--- src/hw/rtl/gcs_pkg.sv ---
// Package for the gray contrast stretch block: weights, widths, datapath
// operation codes and the control structure shared by the sequencer and datapath.
// Depends on nothing.
`default_nettype none

package gcs_pkg;

    // Pixel and accumulator widths.
    localparam int PIX_W = 8;
    localparam int WEIGHT_W = 16;
    localparam int ACC_W = PIX_W + WEIGHT_W;

    // Q16 luma weights; they sum to 65536, so gray never exceeds 255.
    localparam logic [WEIGHT_W-1:0] WEIGHT_RED = 16'd19595;
    localparam logic [WEIGHT_W-1:0] WEIGHT_GREEN = 16'd38470;
    localparam logic [WEIGHT_W-1:0] WEIGHT_BLUE = 16'd7471;

    // Reset values of the running extremes.
    localparam logic [PIX_W-1:0] LOWEST_RESET = 8'd255;
    localparam logic [PIX_W-1:0] HIGHEST_RESET = 8'd0;

    // Step counts of the two iterative phases.
    localparam int MAC_STEPS = 3;
    localparam int DIV_STEPS = PIX_W;
    localparam int CNT_W = 3;

    // Colour channel selected for a multiply-accumulate step.
    localparam logic [1:0] SEL_RED = 2'd0;
    localparam logic [1:0] SEL_GREEN = 2'd1;
    localparam logic [1:0] SEL_BLUE = 2'd2;

    // Datapath operations.
    localparam logic [2:0] OP_NONE = 3'd0;
    localparam logic [2:0] OP_MAC_FIRST = 3'd1;
    localparam logic [2:0] OP_MAC = 3'd2;
    localparam logic [2:0] OP_LOAD_DIV = 3'd3;
    localparam logic [2:0] OP_DIV_STEP = 3'd4;

    typedef struct packed {
        logic [2:0] op;
        logic [1:0] sel;
    } ctrl_t;

    typedef struct packed {
        logic gray;
        logic quo;
    } emit_t;

endpackage

`default_nettype wire

--- src/hw/rtl/gray_contrast_stretch.sv ---
// Min/max contrast stretch on gray pixels.
// The pixel channel (pixel_valid, pixel_ready) takes one word of mode,
// frame_start and red, green and blue bytes. The result channel
// (result_valid, result_ready) returns one word of value and flat per pixel.
// Each pixel is turned into gray by three multiply-accumulate steps on one
// shared 16 by 8 bit multiplier. A measure word (mode 0) then updates the
// running minimum and maximum and returns gray. A stretch word (mode 1)
// instead runs an 8-step restoring divider for the quotient. A stretch word
// on a flat stored range passes gray through with flat set.
// The block takes one pixel at a time; pixel_ready is high only while it is
// idle. A finished word waits in the output register, so the next pixel is
// accepted and worked on while the receiver stalls; that pixel is held at its
// last step until the output register is free.
// Reset empties the output register, returns the sequencer to idle and sets
// the minimum to 255 and the maximum to 0.
// Depends on gcs_pkg, gcs_seq and gcs_datapath.
`default_nettype none

module gray_contrast_stretch (
    input  wire        clk,
    input  wire        rst_n,
    input  wire        pixel_valid,
    output logic       pixel_ready,
    input  wire        mode,
    input  wire        frame_start,
    input  wire [7:0]  red,
    input  wire [7:0]  green,
    input  wire [7:0]  blue,
    output logic       result_valid,
    input  wire        result_ready,
    output logic [7:0] value,
    output logic       flat
);

    localparam int PW = gcs_pkg::PIX_W;

    logic          in_fire;
    logic          out_free;
    logic          is_flat;
    gcs_pkg::ctrl_t ctrl;
    gcs_pkg::emit_t emit;
    logic [PW-1:0] gray;
    logic [PW-1:0] quotient;

    logic          mode_reg;
    logic          start_reg;
    logic [PW-1:0] red_reg, green_reg, blue_reg;
    logic [PW-1:0] lowest_reg, lowest_next;
    logic [PW-1:0] highest_reg, highest_next;
    logic [PW-1:0] low_base, high_base;
    logic          out_valid_reg, out_valid_next;
    logic [PW-1:0] value_reg;
    logic          flat_reg;

    assign in_fire = pixel_valid && pixel_ready;
    assign out_free = !out_valid_reg || result_ready;
    assign is_flat = (lowest_reg == highest_reg);

    gcs_seq u_seq (
        .clk      (clk),
        .rst_n    (rst_n),
        .in_fire  (in_fire),
        .mode     (mode_reg),
        .is_flat  (is_flat),
        .out_free (out_free),
        .ctrl     (ctrl),
        .emit     (emit),
        .in_ready (pixel_ready)
    );

    gcs_datapath u_datapath (
        .clk      (clk),
        .ctrl     (ctrl),
        .red      (red_reg),
        .green    (green_reg),
        .blue     (blue_reg),
        .lowest   (lowest_reg),
        .highest  (highest_reg),
        .gray     (gray),
        .quotient (quotient)
    );

    // Input word capture.
    always_ff @(posedge clk)
    begin
        if (in_fire)
        begin
            mode_reg <= mode;
            start_reg <= frame_start;
            red_reg <= red;
            green_reg <= green;
            blue_reg <= blue;
        end
    end

    // Running extremes, restarted by a frame start in measure mode.
    always_comb
    begin
        low_base = start_reg ? gcs_pkg::LOWEST_RESET : lowest_reg;
        high_base = start_reg ? gcs_pkg::HIGHEST_RESET : highest_reg;
        lowest_next = lowest_reg;
        highest_next = highest_reg;
        if (emit.gray && !mode_reg)
        begin
            lowest_next = (gray < low_base) ? gray : low_base;
            highest_next = (gray > high_base) ? gray : high_base;
        end
    end

    always_ff @(posedge clk or negedge rst_n)
    begin
        if (!rst_n)
        begin
            lowest_reg <= gcs_pkg::LOWEST_RESET;
            highest_reg <= gcs_pkg::HIGHEST_RESET;
        end
        else
        begin
            lowest_reg <= lowest_next;
            highest_reg <= highest_next;
        end
    end

    // Output register.
    always_comb
    begin
        out_valid_next = out_valid_reg;
        if (result_ready)
        begin
            out_valid_next = 1'b0;
        end
        if (emit.gray || emit.quo)
        begin
            out_valid_next = 1'b1;
        end
    end

    always_ff @(posedge clk or negedge rst_n)
    begin
        if (!rst_n)
        begin
            out_valid_reg <= 1'b0;
        end
        else
        begin
            out_valid_reg <= out_valid_next;
        end
    end

    // A gray word in stretch mode only leaves through the flat path.
    always_ff @(posedge clk)
    begin
        if (emit.gray)
        begin
            value_reg <= gray;
            flat_reg <= mode_reg;
        end
        else if (emit.quo)
        begin
            value_reg <= quotient;
            flat_reg <= 1'b0;
        end
    end

    assign result_valid = out_valid_reg;
    assign value = value_reg;
    assign flat = flat_reg;

endmodule

`default_nettype wire

--- src/hw/rtl/gcs_datapath.sv ---
// Shared datapath of the gray contrast stretch block: a multiply-accumulate
// used once per colour channel and a restoring divider used once per quotient bit.
// Depends on gcs_pkg.
`default_nettype none

module gcs_datapath (
    input  wire                         clk,
    input  gcs_pkg::ctrl_t              ctrl,
    input  wire [gcs_pkg::PIX_W-1:0]    red,
    input  wire [gcs_pkg::PIX_W-1:0]    green,
    input  wire [gcs_pkg::PIX_W-1:0]    blue,
    input  wire [gcs_pkg::PIX_W-1:0]    lowest,
    input  wire [gcs_pkg::PIX_W-1:0]    highest,
    output logic [gcs_pkg::PIX_W-1:0]   gray,
    output logic [gcs_pkg::PIX_W-1:0]   quotient
);

    localparam int PW = gcs_pkg::PIX_W;
    localparam int AW = gcs_pkg::ACC_W;

    logic [AW-1:0]           acc_reg, acc_next;
    logic [PW-1:0]           rem_reg, rem_next;
    logic [PW-1:0]           quo_reg, quo_next;
    logic [PW-1:0]           div_reg, div_next;

    logic [PW-1:0]           byte_sel;
    logic [gcs_pkg::WEIGHT_W-1:0] weight_sel;
    logic [AW-1:0]           product;
    logic [AW-1:0]           acc_base;
    logic [PW-1:0]           big, sml, clamped, span;
    logic [PW-1:0]           offset;
    logic [2*PW-1:0]         numer;
    logic [PW:0]             trial;
    logic [PW+1:0]           diff;
    logic                    fits;

    // Channel and weight selection for the multiply-accumulate.
    always_comb
    begin
        case (ctrl.sel)
            gcs_pkg::SEL_RED:
            begin
                byte_sel = red;
                weight_sel = gcs_pkg::WEIGHT_RED;
            end
            gcs_pkg::SEL_GREEN:
            begin
                byte_sel = green;
                weight_sel = gcs_pkg::WEIGHT_GREEN;
            end
            gcs_pkg::SEL_BLUE:
            begin
                byte_sel = blue;
                weight_sel = gcs_pkg::WEIGHT_BLUE;
            end
            default:
            begin
                byte_sel = '0;
                weight_sel = '0;
            end
        endcase
    end

    assign product = AW'(weight_sel) * AW'(byte_sel);
    assign acc_base = (ctrl.op == gcs_pkg::OP_MAC_FIRST) ? '0 : acc_reg;
    assign gray = acc_reg[AW-1:AW-PW];
    assign quotient = quo_reg;

    // Operand preparation. Clamping the gray value into the stored range makes
    // the quotient saturate exactly; an inverted range is measured downwards.
    always_comb
    begin
        big = (highest > lowest) ? highest : lowest;
        sml = (highest > lowest) ? lowest : highest;
        if (gray < sml)
        begin
            clamped = sml;
        end
        else if (gray > big)
        begin
            clamped = big;
        end
        else
        begin
            clamped = gray;
        end
        offset = (highest > lowest) ? (clamped - lowest) : (lowest - clamped);
        span = big - sml;
        numer = {offset, {PW{1'b0}}} - {{PW{1'b0}}, offset};
    end

    // One restoring division step: shift in the next dividend bit and subtract.
    assign trial = {rem_reg, quo_reg[PW-1]};
    assign diff = {1'b0, trial} - {2'b00, div_reg};
    assign fits = ~diff[PW+1];

    always_comb
    begin
        acc_next = acc_reg;
        rem_next = rem_reg;
        quo_next = quo_reg;
        div_next = div_reg;
        unique case (ctrl.op) inside
            gcs_pkg::OP_MAC_FIRST, gcs_pkg::OP_MAC:
            begin
                acc_next = acc_base + product;
            end
            gcs_pkg::OP_LOAD_DIV:
            begin
                rem_next = numer[2*PW-1:PW];
                quo_next = numer[PW-1:0];
                div_next = span;
            end
            gcs_pkg::OP_DIV_STEP:
            begin
                rem_next = fits ? diff[PW-1:0] : trial[PW-1:0];
                quo_next = {quo_reg[PW-2:0], fits};
            end
            default:
            begin
                acc_next = acc_reg;
            end
        endcase
    end

    // Datapath registers carry payload only.
    always_ff @(posedge clk)
    begin
        acc_reg <= acc_next;
        rem_reg <= rem_next;
        quo_reg <= quo_next;
        div_reg <= div_next;
    end

endmodule

`default_nettype wire

--- src/hw/rtl/gcs_seq.sv ---
// Sequencer of the gray contrast stretch block: steps the shared datapath
// through the gray accumulation, operand preparation and division of one word.
// Depends on gcs_pkg.
`default_nettype none

module gcs_seq (
    input  wire             clk,
    input  wire             rst_n,
    input  wire             in_fire,
    input  wire             mode,
    input  wire             is_flat,
    input  wire             out_free,
    output gcs_pkg::ctrl_t  ctrl,
    output gcs_pkg::emit_t  emit,
    output logic            in_ready
);

    localparam logic [2:0] S_IDLE = 3'd0;
    localparam logic [2:0] S_MAC = 3'd1;
    localparam logic [2:0] S_PREP = 3'd2;
    localparam logic [2:0] S_DIV = 3'd3;
    localparam logic [2:0] S_DONE = 3'd4;

    localparam int CW = gcs_pkg::CNT_W;

    logic [2:0]    state_reg, state_next;
    logic [CW-1:0] cnt_reg, cnt_next;

    // Next state and datapath commands.
    always_comb
    begin
        state_next = state_reg;
        cnt_next = cnt_reg;
        ctrl.op = gcs_pkg::OP_NONE;
        ctrl.sel = cnt_reg[1:0];
        emit = '0;
        unique case (state_reg)
            S_IDLE:
            begin
                if (in_fire)
                begin
                    state_next = S_MAC;
                    cnt_next = '0;
                end
            end
            S_MAC:
            begin
                ctrl.op = (cnt_reg == '0) ? gcs_pkg::OP_MAC_FIRST : gcs_pkg::OP_MAC;
                if (cnt_reg == CW'(gcs_pkg::MAC_STEPS - 1))
                begin
                    state_next = S_PREP;
                    cnt_next = '0;
                end
                else
                begin
                    cnt_next = cnt_reg + 1'b1;
                end
            end
            S_PREP:
            begin
                // Measure words and flat ranges finish with the gray value.
                if (!mode || is_flat)
                begin
                    if (out_free)
                    begin
                        emit.gray = 1'b1;
                        state_next = S_IDLE;
                    end
                end
                else
                begin
                    ctrl.op = gcs_pkg::OP_LOAD_DIV;
                    state_next = S_DIV;
                    cnt_next = '0;
                end
            end
            S_DIV:
            begin
                ctrl.op = gcs_pkg::OP_DIV_STEP;
                if (cnt_reg == CW'(gcs_pkg::DIV_STEPS - 1))
                begin
                    state_next = S_DONE;
                    cnt_next = '0;
                end
                else
                begin
                    cnt_next = cnt_reg + 1'b1;
                end
            end
            S_DONE:
            begin
                if (out_free)
                begin
                    emit.quo = 1'b1;
                    state_next = S_IDLE;
                end
            end
            default:
            begin
                state_next = S_IDLE;
            end
        endcase
    end

    assign in_ready = (state_reg == S_IDLE);

    // State and step counter.
    always_ff @(posedge clk or negedge rst_n)
    begin
        if (!rst_n)
        begin
            state_reg <= S_IDLE;
            cnt_reg <= '0;
        end
        else
        begin
            state_reg <= state_next;
            cnt_reg <= cnt_next;
        end
    end

endmodule

`default_nettype wire

--- config.mk ---
export PLATFORM = sky130hd
export DESIGN_NAME = gray_contrast_stretch
export DESIGN_NICKNAME = d
export VERILOG_FILES = /design/src/hw/rtl/gcs_pkg.sv /design/src/hw/rtl/gray_contrast_stretch.sv /design/src/hw/rtl/gcs_datapath.sv /design/src/hw/rtl/gcs_seq.sv
export SDC_FILE = /design/constraint.sdc
export NUM_CORES = 1
export LEC_CHECK = 0
export ABC_AREA = 1
export ABC_CLOCK_PERIOD_IN_PS = 9300
export BUFFER_PORTS_ARGS = -buffer_cell sky130_fd_sc_hd__clkbuf_2
export CORE_MARGIN = 3
export CORE_UTILIZATION = 64
export DETAILED_ROUTE_END_ITERATION = 8
export PLACE_DENSITY = 0.87
export SKIP_LAST_GASP = 1
export SLEW_MARGIN = 20
export SYNTH_ARGS = -nofsm -noshare
export SYNTH_HDL_FRONTEND = slang
export SYNTH_SLANG_ARGS = --single-unit
--- constraint.sdc ---
create_clock -name clk -period 9.3 [get_ports clk]
set_input_delay 0 -clock clk [delete_from_list [all_inputs] [get_ports clk]]
set_output_delay 0 -clock clk [all_outputs]
set_load 0.005 [all_outputs]
# == Yosys cells after proc, flatten, opt, wreduce, memory -nomap -nowiden ==
# Index checks and enable logic that the tools add are counted.
# totals
register_bits,106
inputBits,30
word_cells,103
# classes
add_sub_neg,7
mul,1
order_cmp,5
n_eq_ne,17
muxes,39
n_bitwise,1
reduce_logical,17
# ops
cell,count
8-bit 2-to-1 mux,12
16-bit case mux with 3 select lines,1
8-bit case mux with 2 select lines,2
3-bit 2-to-1 mux,9
24-bit adder,1
8-bit greater-than comparator,3
16-bit by 8-bit multiplier with 24-bit output,1
24-bit 2-to-1 mux,1
8-bit case mux with 3 select lines,1
8-bit subtractor,3
8-bit less-than comparator,2
16-bit by 8-bit subtractor with 16-bit output,1
"3-bit by 2-bit == test with 1-bit output, second input constant",5
3-bit case mux with 5 select lines,1
3-bit case mux with 4 select lines,1
9-bit by 8-bit subtractor with 10-bit output,1
"3-bit == test, second input constant",3
3-bit case mux with 3 select lines,1
8-bit == test,1
1-bit 2-to-1 mux,8
"3-bit by 1-bit == test with 1-bit output, second input constant",2
3-bit logical NOT,2
"2-bit by 1-bit inequality test with 1-bit output, second input constant",3
3-bit AND reduction,2
other kinds (13),20

# == Longest topological paths before layout ==
# logic_depth
word_depth,9
ltp_mapped,47
ltp_nobuf,44

# == By module ==
# Synthesis repeated with hierarchy kept, for this count alone.
# unflattened
cells_unflattened,1348
hier_area_um2,11302.1
# modules_own_cells
module,n_inst,cells_each,area_per_inst_um2,seq_area_each_um2
gcs_datapath,1,1025,8251.7,1441.4
gray_contrast_stretch,1,254,2556.2,1486.4
gcs_seq,1,69,494.2,150.1

# == Worst setup path after synthesis ==
# Ideal clock, no wire load.
# synth_timing
kind,reg-to-reg
start,register u_seq.state_reg[2]
end,"register u_datapath.acc_reg[23], data pin"
setup_ns,0.261
t_arrival_ns,6.770
required_time_ns,9.039
setup_slack_ns,2.269
path_stages_with_launch,35
n_path_buf,1
synth_period_minus_slack_ns,7.031
cell_sequence,dfrtp_1 nor2_1 inv_1 nor2_1 inv_1 nor3_1 inv_1 clkbuf_1 nand2_1 fa_1 inv_1 fa_1 inv_1 fa_1 fa_1 inv_1 ha_1 a21oi_1 and2_1 inv_1 a21oi_1 o21bai_1 a21o_1 a21oi_1 o21ai_0 nand3_1 nand2_1 a21o_1 a21oi_1 o21ai_0 nand3_1 nand2_1 nand3_1 nand2_1 xor2_1
# synth_between
elab_chain_cells,5
# synth_rtl
element,line_no,rtl
"start, declared",gcs_seq.sv:26,"logic [2:0] state_reg, state_next;"
"start signal, assigned",gcs_seq.sv:117,state_reg <= state_next;
3-bit by 2-bit == test with 1-bit output or 3-bit by 1-bit == test with 1-bit output (tied branches),gcs_seq.sv:37,unique case (state_reg)
3-bit case mux with 3 select lines (*),gcs_seq.sv:37,
3-bit by 1-bit == test with 1-bit output (*),gcs_datapath.sv:65,assign acc_base = (ctrl.op == gcs_pkg::OP_MAC_FIRST) ? '0 : acc_reg;
24-bit 2-to-1 mux (*),gcs_datapath.sv:65,
24-bit adder (*),gcs_datapath.sv:106,acc_next = acc_base + product;
"end signal, assigned",gcs_datapath.sv:129,acc_reg <= acc_next;
"end, declared",gcs_datapath.sv:21,"logic [AW-1:0] acc_reg, acc_next;"
# Every way passes the cells marked *; elsewhere a longest branch is shown, timed or not.
# A chain may end at the register's enable or synchronous reset.

# == Final worst setup path ==
# layout_timing
start,register u_seq.cnt_reg[0]
end,"register u_datapath.acc_reg[23], data pin"
# layout_between
elab_chain_cells,6
# layout_rtl
element,line_no,rtl
"start, declared",gcs_seq.sv:27,"logic [CW-1:0] cnt_reg, cnt_next;"
"start signal, assigned",gcs_seq.sv:118,cnt_reg <= cnt_next;
branches (longest 5 deep; another with 16-bit by 8-bit multiplier with 24-bit output),n/a,
24-bit adder (*),gcs_datapath.sv:106,
# Every way passes the cells marked *.

==> metrics.log <==
INFO  metric chipHeight = around 140 um
INFO  metric adder_and_majority_gate_portion_of_the_synthesized_area = 31.7%
INFO  metric layout_min_cycle_time = roughly 7.5 ns
INFO  metric synth_area = around 11000 um^2
INFO  metric pin_count_of_the_biggest_net_entering_global_routing = 43
INFO  metric floorplan.core_area = around 16000 um^2
INFO  metric final_max_slew_viol_count = 0
INFO  metric number_of_antenna_violations_at_the_first_check_in_global_routing = 1
INFO  metric cpPeakStageDelay = about 0.56 ns
INFO  metric synth-simple-area-share = roughly 16%
INFO  metric boundaryPins = between 40 and 50
INFO  metric worst_case_clock_skew = between 0.01 and 0.015 ns
INFO  metric synthXorXnorAreaFrac = ~3%
INFO  metric drt_first_iter_violations = roughly 930
INFO  metric syn_avg_cell_area = 8.61 um^2
INFO  metric placed_cells = ~1500
INFO  metric finalHoldViolations = 0
INFO  metric grt_first_pass_wirelength = 47600 um
INFO  metric grt_overflow = 0
INFO  metric dpl-instance-area = roughly 11000 um^2
INFO  metric postCtsHoldBufs = 27
INFO  metric postRouteAntennaNets = 0
INFO  metric fmax = approximately 130 MHz
INFO  metric ys_ff_latch = 106
INFO  metric synth_mux_area_share = 0%
INFO  metric count_of_vias_placed_by_the_detailed_router = 9076
INFO  metric critPathMostFrequentCell = inv_1
INFO  metric cts-resized-gates = 0
INFO  metric placer_congestion = 0.949
INFO  metric clockRootBuffer = clkbuf_16
INFO  metric cp_max_fo = 10
INFO  metric end_kind = flop
INFO  metric critical_path_class = reg -> reg
INFO  metric fin_area = between 10000 and 15000 um^2
INFO  metric post-synth-top-area-fraction = 23.0%
INFO  metric cts.repair_timing.setup_buffer_count = 0
INFO  metric global_route.usage.total = ~33%
INFO  metric clk_lat_worst_skew = around 0.37 ns
INFO  metric drt_pre_antenna_iters = 6
INFO  metric layout-drive-gt1-share = under 10%
INFO  metric die_w = roughly 140 um
INFO  metric synth_enable_flop_cells = 83
INFO  metric initial_cell_density_of_the_core = between 60 and 70%
INFO  metric cts_made_buffers = 9
INFO  metric synth_compound_area_share = between 10% and 20%
INFO  metric path_category_of_the_worst_min_delay_check = in -> reg
INFO  metric ys_types = approximately 50
INFO  metric route.detailed.drc = 0
INFO  metric synth_area_leader_cell = edfxtp_1
INFO  metric tritoncts = done
INFO  metric worst_ep_arrival_time = between 7 and 8 ns
INFO  metric htreeDepth = 3
INFO  metric dominant_combinational_cell_family_by_area_after_synthesis = adder cells
INFO  metric report.final.setup_viol = 0
INFO  metric syn-num-nets = 1508
INFO  metric cts.reportedPaths.clkPinSlew = approximately 0.09 ns
INFO  metric tightest_slew = around 0.95 ns
INFO  metric detailedPlacementHpwl = a little over 20000 um
INFO  metric clock_path_buffers = 2
INFO  metric timing.final.crit_share = 80.3%
INFO  metric vias_in_the_first_global_route = 9558
INFO  metric area_delta_synth_final = 9.17%
INFO  metric maxCapViolCount = 0
INFO  metric grt_setup_unrepaired = no
INFO  metric synth_top_flop_cell = edfxtp_1
INFO  metric yosysSeqAreaShare = ~28%
INFO  metric worst_hold_path.num_cells = 3
INFO  metric maxSlewHeadroom = 36.7%
INFO  metric post_layout_nonfiller_instances = approximately 1500
INFO  metric syn_inst = around 1300
INFO  metric cpMaxStageDelayCell = fa_1
INFO  metric routed_wire_length_per_instance = 18.9 um
INFO  metric cp-start-kind = flop
INFO  metric ff2ff_path_depth = 33
INFO  metric outcome = finished, final reports clean
INFO  metric async_reset_ff_share = between 20% and 30%
INFO  metric dieArea = 18500 um^2
INFO  metric io_buffers = 40
INFO  metric largest_register_ffs = 24
INFO  metric cts_num_sinks = approximately 110
INFO  metric totalNegativeSetupSlack = 0 ns
INFO  metric netlist_top_cells_area = edfxtp_1 23%, fa_1 17%, ha_1 15%
INFO  metric synth.yosys.warnings = 0
INFO  metric floorplan.rows = 46
INFO  metric finish.net_count = around 1600
INFO  metric postRouteWirelength = between 20000 and 30000 um
INFO  metric crit_required = 9.40 ns
INFO  metric drt-vias-per-instance = between 5 and 6
-- kinds of logic after synthesis --
group / after synthesis
buf+inv: 309
compound gates: 190
flops: 106
xor+xnor: 38
fa+ha+maj: 219
simple gates: 397
-- path summary, 6_finish.rpt --
check / start / endpoint / slack, ns
max in group asynchronous: rst_n / highest_reg[1] / 8.67
min: pixel_valid / u_seq.state_reg[0] / 0.02
min reg2reg: lowest_reg[7] / lowest_reg[7] / 0.59
min in group asynchronous: rst_n / highest_reg[7] / 0.21
max: u_seq.cnt_reg[0] / u_datapath.acc_reg[23] / 1.83
max reg2reg: u_seq.cnt_reg[0] / u_datapath.acc_reg[23] / 1.83
-- synth_stat cells, types with 4 or more instances --
| master | instances |
|---|---|
| a21o_1 | 4 |
| nand3_1 | 40 |
| nor3_1 | 5 |
| o21ai_0 | 72 |
| fa_1 | 93 |
| nand2_4 | 4 |
| nand2_2 | 13 |
| xnor2_1 | 10 |
| nand2_1 | 208 |
| o21ai_1 | 10 |
| dfstp_2 | 8 |
| o21a_1 | 5 |
| a21oi_1 | 54 |
| nor2_1 | 103 |
| clkbuf_1 | 18 |
| o211ai_1 | 22 |
| edfxtp_1 | 83 |
| ha_1 | 126 |
| nand4_1 | 5 |
| or2_2 | 4 |
| dfrtp_1 | 15 |
| inv_1 | 281 |
| xor2_1 | 28 |
-- layout by cell type (no fill, tap or decap), types with 9 or more instances in the layout --
cell           count
xnor2_1           10
a21oi_1           54
dfrtp_1           15
ha_1             126
fa_1              93
nand3_1           40
o211ai_1          22
xor2_1            28
nor2_1           101
o21ai_0           72
clkbuf_2          40
nand2_1          208
clkbuf_16          9
dlygate4sd3_1     27
inv_1            281
nand2_2           13
o21ai_1           10
edfxtp_1          83
-- layer usage --
metal,vias to the layer above,GRT usage (%),share of wire (%)
met5,-,0,0
met4,0,22.4,8.5
met3,183,6.70,7.1
met2,482,57.3,49
met1,4283,37.4,35
li1,4128,-,-
-- worst max-delay path: cells and delay by family (launching register included) --
| kind | cells | cell delay [ns] |
|---|---|---|
| AOI/OAI and AO/OA | 8 | 1.43 |
| xor gates and xnor gates | 1 | 0.06 |
| adders and majority gates | 6 | 2.88 |
| buffers and inverters | 6 | 0.51 |
| DFF | 1 | 0.46 |
| and+or+nand+nor | 12 | 1.87 |
-- area by class of cell --
type,count,area (um^2)
Antenna cell,1,2.50
Tap cell,216,270
Inverter,286,1070
Timing Repair Buffer,71,500
Sequential cell,106,3080
Fill cell,1133,4390
Clock inverter,7,83.8
Clock buffer,9,225
Multi-Input combinational cell,844,6600
-- per-stage QoR --
step	util, %	hold WS, ns	worst slack (ns)
finish	72.9	0.0154	1.83
global route	72.9	0.0495	1.45
detailed placement	69.3	0.0483	2.24
floorplan	-	-0.296	2.27
CTS	72.9	0.00775	2.11
global placement	69.3	0.0451	2.60
Power is not shown: default switching activity piles up to over one toggle a cycle in this logic, so the estimate is an artifact.
